--- src/rtl/core/npp_pkg.sv ---
`timescale 1ns / 1ps
// shared constants, codes and controller/datapath structs for the disk placement block
// no dependencies

package npp_pkg;

   localparam int CAPACITY   = 1024;
   localparam int COORD_BITS = 24;
   localparam int IDX_BITS   = $clog2(CAPACITY);
   localparam int CNT_BITS   = $clog2(CAPACITY + 1);
   localparam int SQ_BITS    = 2 * COORD_BITS;
   localparam int DIST_BITS  = 49;
   localparam int TGT_BITS   = 11;
   localparam int RIDX_BITS  = 10;
   localparam int CSR_IDX_BITS = 1;

   localparam logic [DIST_BITS-1:0] MIN_DIST_RESET = DIST_BITS'(262144);
   localparam logic [TGT_BITS-1:0]  TARGET_RESET   = TGT_BITS'(1024);

   // request opcodes
   localparam logic [1:0] OP_OFFER = 2'd0;
   localparam logic [1:0] OP_READ  = 2'd1;
   localparam logic [1:0] OP_CLEAR = 2'd2;
   localparam logic [1:0] OP_NONE  = 2'd3;

   // response status codes
   localparam logic [2:0] STAT_ACCEPTED = 3'd0;
   localparam logic [2:0] STAT_OVERLAP  = 3'd1;
   localparam logic [2:0] STAT_FULL     = 3'd2;
   localparam logic [2:0] STAT_READ_OK  = 3'd3;
   localparam logic [2:0] STAT_BEYOND   = 3'd4;
   localparam logic [2:0] STAT_CLEARED  = 3'd5;

   // csr register indexes
   localparam logic [CSR_IDX_BITS-1:0] REG_MIN_DIST = 1'b0;
   localparam logic [CSR_IDX_BITS-1:0] REG_TARGET   = 1'b1;

   typedef struct packed {
      logic load;       // capture request word
      logic scan_init;  // restart scan index
      logic scan_step;  // issue one store read into the distance pipe
      logic respond;    // commit result and present response word
   } ctrl_cmd_type;

   typedef struct packed {
      logic [1:0] op;
      logic       full;
      logic       empty;
      logic       scan_last;
      logic       pipe_busy;
   } dp_status_type;

endpackage

--- src/rtl/core/npp_ctrl.sv ---
`timescale 1ns / 1ps
// controller state machine for the disk placement block
// depends on npp_pkg

module npp_ctrl (
   input  logic                   clock,
   input  logic                   reset,
   input  logic                   start,
   input  logic [1:0]             req_opcode,
   input  npp_pkg::dp_status_type dp_status,
   output npp_pkg::ctrl_cmd_type  dp_cmd,
   output logic                   busy
);
   import npp_pkg::*;

   typedef enum logic [4:0] {
      ST_IDLE     = 5'b00001,
      ST_DISPATCH = 5'b00010,
      ST_SCAN     = 5'b00100,
      ST_DRAIN    = 5'b01000,
      ST_DONE     = 5'b10000
   } state_type;

   state_type state_ff, state_in;

   always_comb begin
      state_in = state_ff;
      dp_cmd   = '0;
      unique case (state_ff)
         ST_IDLE: begin
            if (start && (req_opcode != OP_NONE)) begin
               dp_cmd.load = 1'b1;
               state_in    = ST_DISPATCH;
            end
         end
         ST_DISPATCH: begin
            if ((dp_status.op == OP_OFFER) && !dp_status.full && !dp_status.empty) begin
               dp_cmd.scan_init = 1'b1;
               state_in         = ST_SCAN;
            end else begin
               state_in = ST_DONE;
            end
         end
         ST_SCAN: begin
            dp_cmd.scan_step = 1'b1;
            if (dp_status.scan_last) begin
               state_in = ST_DRAIN;
            end
         end
         ST_DRAIN: begin
            if (!dp_status.pipe_busy) begin
               state_in = ST_DONE;
            end
         end
         ST_DONE: begin
            dp_cmd.respond = 1'b1;
            state_in       = ST_IDLE;
         end
         default: begin
            state_in = ST_IDLE;
         end
      endcase
   end

   always_ff @(posedge clock) begin
      if (reset) begin
         state_ff <= ST_IDLE;
      end else begin
         state_ff <= state_in;
      end
   end

   assign busy = (state_ff != ST_IDLE);

endmodule

--- config.mk ---
export PLATFORM = sky130hd
export DESIGN_NAME = npp_ctrl
export DESIGN_NICKNAME = d
export VERILOG_FILES = /design/src/rtl/core/npp_pkg.sv /design/src/rtl/core/npp_ctrl.sv
export SDC_FILE = /design/constraint.sdc
export NUM_CORES = 1
export LEC_CHECK = 0
export BUFFER_PORTS_ARGS = -buffer_cell sky130_fd_sc_hd__buf_2
export CORE_AREA = 3 3 40 42
export DETAILED_ROUTE_END_ITERATION = 8
export DIE_AREA = 0 0 43 45
export GPL_TIMING_DRIVEN = 0
export PLACE_DENSITY = 0.57
export SYNTH_ARGS = -nofsm -noshare
export SYNTH_HDL_FRONTEND = slang
export SYNTH_SLANG_ARGS = --single-unit
export TNS_END_PERCENT = 100
--- constraint.sdc ---
create_clock -name clock -period 1.7 [get_ports clock]
set_input_delay 0.34 -clock clock [delete_from_list [all_inputs] [get_ports clock]]
set_output_delay 0.34 -clock clock [all_outputs]
set_load 0.01 [all_outputs]
==> run summary <==
biggest regs = state_ff x5
Iteration-0 DRC Markers = 0
Finished Layout Cells = 70
Register-to-Register Path Depth = 3
drc violations = 0
Worst Hold Depth = 3
CTS root buf = clkbuf_4
Hold Path Class = primary input to flop
RSZ-0062 raised after global routing = yes
hold-fix buffers at CTS = 0
CTS Buffer Depth = 2
total CTS buffers = 3
worst path arrival time = 1.64 ns
Yosys Warn Count = 0
critical path type = primary input to output pin
syn_nets = 45
post-route ant nets = 0
RePlAce Congestion = 0.666
IO Pins = 16
die area = 0.00194 mm²
worst hold start = reset
DP HPWL = 576 µm
reg-to-reg slack, setup = 0.01 ns
Via density = 4.77
FF-to-FF Start = state_ff[1]$_SDFFE_PP0P_
Pre-antenna DRT Iters = 1
flops & latches, synth = 5
cell area after synthesis = 312 µm²
end-of-flow core utilization = 38.1%
Worst R2R End = state_ff[4]$_SDFFE_PP0P_
number of global-route vias before repair = 292
crit-path max FO = 2
Core ar. = 0.00128 mm²
Total GRT Usage = 8.34%
# setup viols final = 3
port buffer count = 15
Slew headroom = 63.0%
max FFs per register = 5
Slew @ Worst Pin = 0.550 ns
status = complete, but fails checks
largest net degree at the start of global routing = 9
Area growth, synth to finish = 57.0%
Final Max Slew Viols = 0
first-pass GRT wire length = 1.16 mm
multi-input logic area = 219 µm²
share of cells above drive strength 1 = 61.8%
CTS clk-pin slew, worst paths = 0.04 ns
Antenna Cells = 0
CTS HTree Levels = 1
Via Count = 334
Netlist cell types = 25
grt ovf = 0
Nets = 67
setup ws final = -0.277 ns
# Max-Cap Violations = 0
Max IR drop VDD = 0.000329 V
period utilisation layout = 116%
Starting Density = 24.2%
sequential fraction of the synthesis area = 32.1%
power per cell area = 873 mW/mm²
Mean Syn Cell Area = 9.16 µm²
TritonCTS Sinks = 5
Reg with most FFs = state_ff
die width = 43 µm
Hold Fails Final Rpt = 0
drt total wl = 772 µm
data required time of the worst path = 1.36 ns
LEAKAGE = 0.000218 µW
min cycle time layout = 1.98 ns
Hold Crit Endpoint = state_ff[3]$_SDFFE_PP0P_
initial antenna violation count = 0
Sum Neg Setup Slack = -0.710 ns
Post-Syn Instances = 34
DP Cell Count = 64
Site Rows = 13
Reg area = 111 µm²
Avg WL per Cell = 11.0 µm
clk_skew = 0.000805 ns
Worst Setup SP = dp_status[2]
Fmax = 506 MHz
CTS tree = yes
CP Capture Type = output pin
pre-CTS setup slack = -0.284 ns
Startpoint Class = primary input
Die Ht = 45 µm
failing checks = negative setup slack
fillers = 144
minimum hold slack = 0.363 ns
Clock Latency Late Sink = 0.23 ns
[metrics by stage]
stage	total power, µW	cell area (µm²)
floorplan	234	322
global placement	271	415
detailed placement	272	415
CTS	427	474
global route	457	489
finish	427	489
[layout by cell type (no fill, tap or decap), types with 2 or more instances in the layout]
cell type / Yosys / final
buf_6: 0 / 2
or4b_4: 1 / 2
buf_2: 0 / 13
dfxtp_4: 0 / 2
dfxtp_2: 0 / 3
inv_1: 3 / 2
nor2_1: 2 / 2
clkbuf_4: 0 / 3
nor3_1: 2 / 2
buf_4: 0 / 2
[kinds of logic (layout without fill, tap and decap cells)]
group	after synthesis	after routing	synth area share (%)
simple gates	19	19	44.2
xor+xnor	1	1	2.81
compound gates	6	6	17.3
buf+inv	3	24	3.61
flops	5	5	32.1
[power by group]
part | total [µW] | internal [µW] | switching, µW
Clock | 132 | 88.4 | 43.6
Sequential | 151 | 132 | 18.5
Combinational | 144 | 86.5 | 57.7
Total | 427 | 307 | 120
[worst max-delay path by stage]
stage	endpoint	cells past startpoint	slack [ns]
after CTS	dp_cmd[2]	5	-0.28
final	dp_cmd[2]	5	-0.28
after global routing	dp_cmd[2]	5	-0.31
after floorplan	dp_cmd[2]	3	-0.08
after detailed placement	dp_cmd[2]	5	-0.28
after global placement	dp_cmd[2]	5	-0.27
[layout make-up]
cell class,count,share of cell area (%)
Multi-Input combinational cell,26,44.8
Sequential cell,5,22.8
Timing Repair Buffer,17,21.0
Clock buffer,4,5.37
Tap cell,15,3.84
Inverter,3,2.30
[worst max-delay path: stages]
cell and delay [ns]:
buf_6 0.09, or4_4 0.52, or4b_4 0.53, inv_2 0.07, buf_6 0.09
[synthesized netlist by cell type]
library cell	number	share of area (%)
a2111oi_0	1	2.8
a211oi_2	1	4.0
a21boi_0	1	2.4
and2_1	1	2.0
and3_1	1	2.0
and4_1	1	2.8
dfxtp_1	5	32
inv_1	3	3.6
nand2b_1	1	2.0
nand3b_1	1	2.4
nand4b_1	1	2.8
nor2_1	2	2.4
nor2b_1	1	2.0
nor3_1	2	3.2
nor4_1	1	2.0
o21a_1	1	2.4
o311a_1	1	3.2
o31ai_1	1	2.4
or2_2	1	2.0
or3_1	2	4.0
or4_4	1	3.6
or4b_1	1	3.2
or4b_2	1	3.2
or4b_4	1	4.4
xnor2_1	1	2.8
[per-layer routing]
layer	vias to the layer above	global-route usage (%)	part of all wire, %
li1	174	-	-
met1	152	8.47	45
met2	6	12.9	48
met3	2	2.79	5.6
met4	0	9.04	1.4
met5	-	0	0
[what timing repair did]
item,CTS,global route
buffers inserted,1,1
resized for setup,7,4
setup endpoints to repair,7,7
pin swaps,2,1
Note: power is estimated with default switching activity, not from simulation.
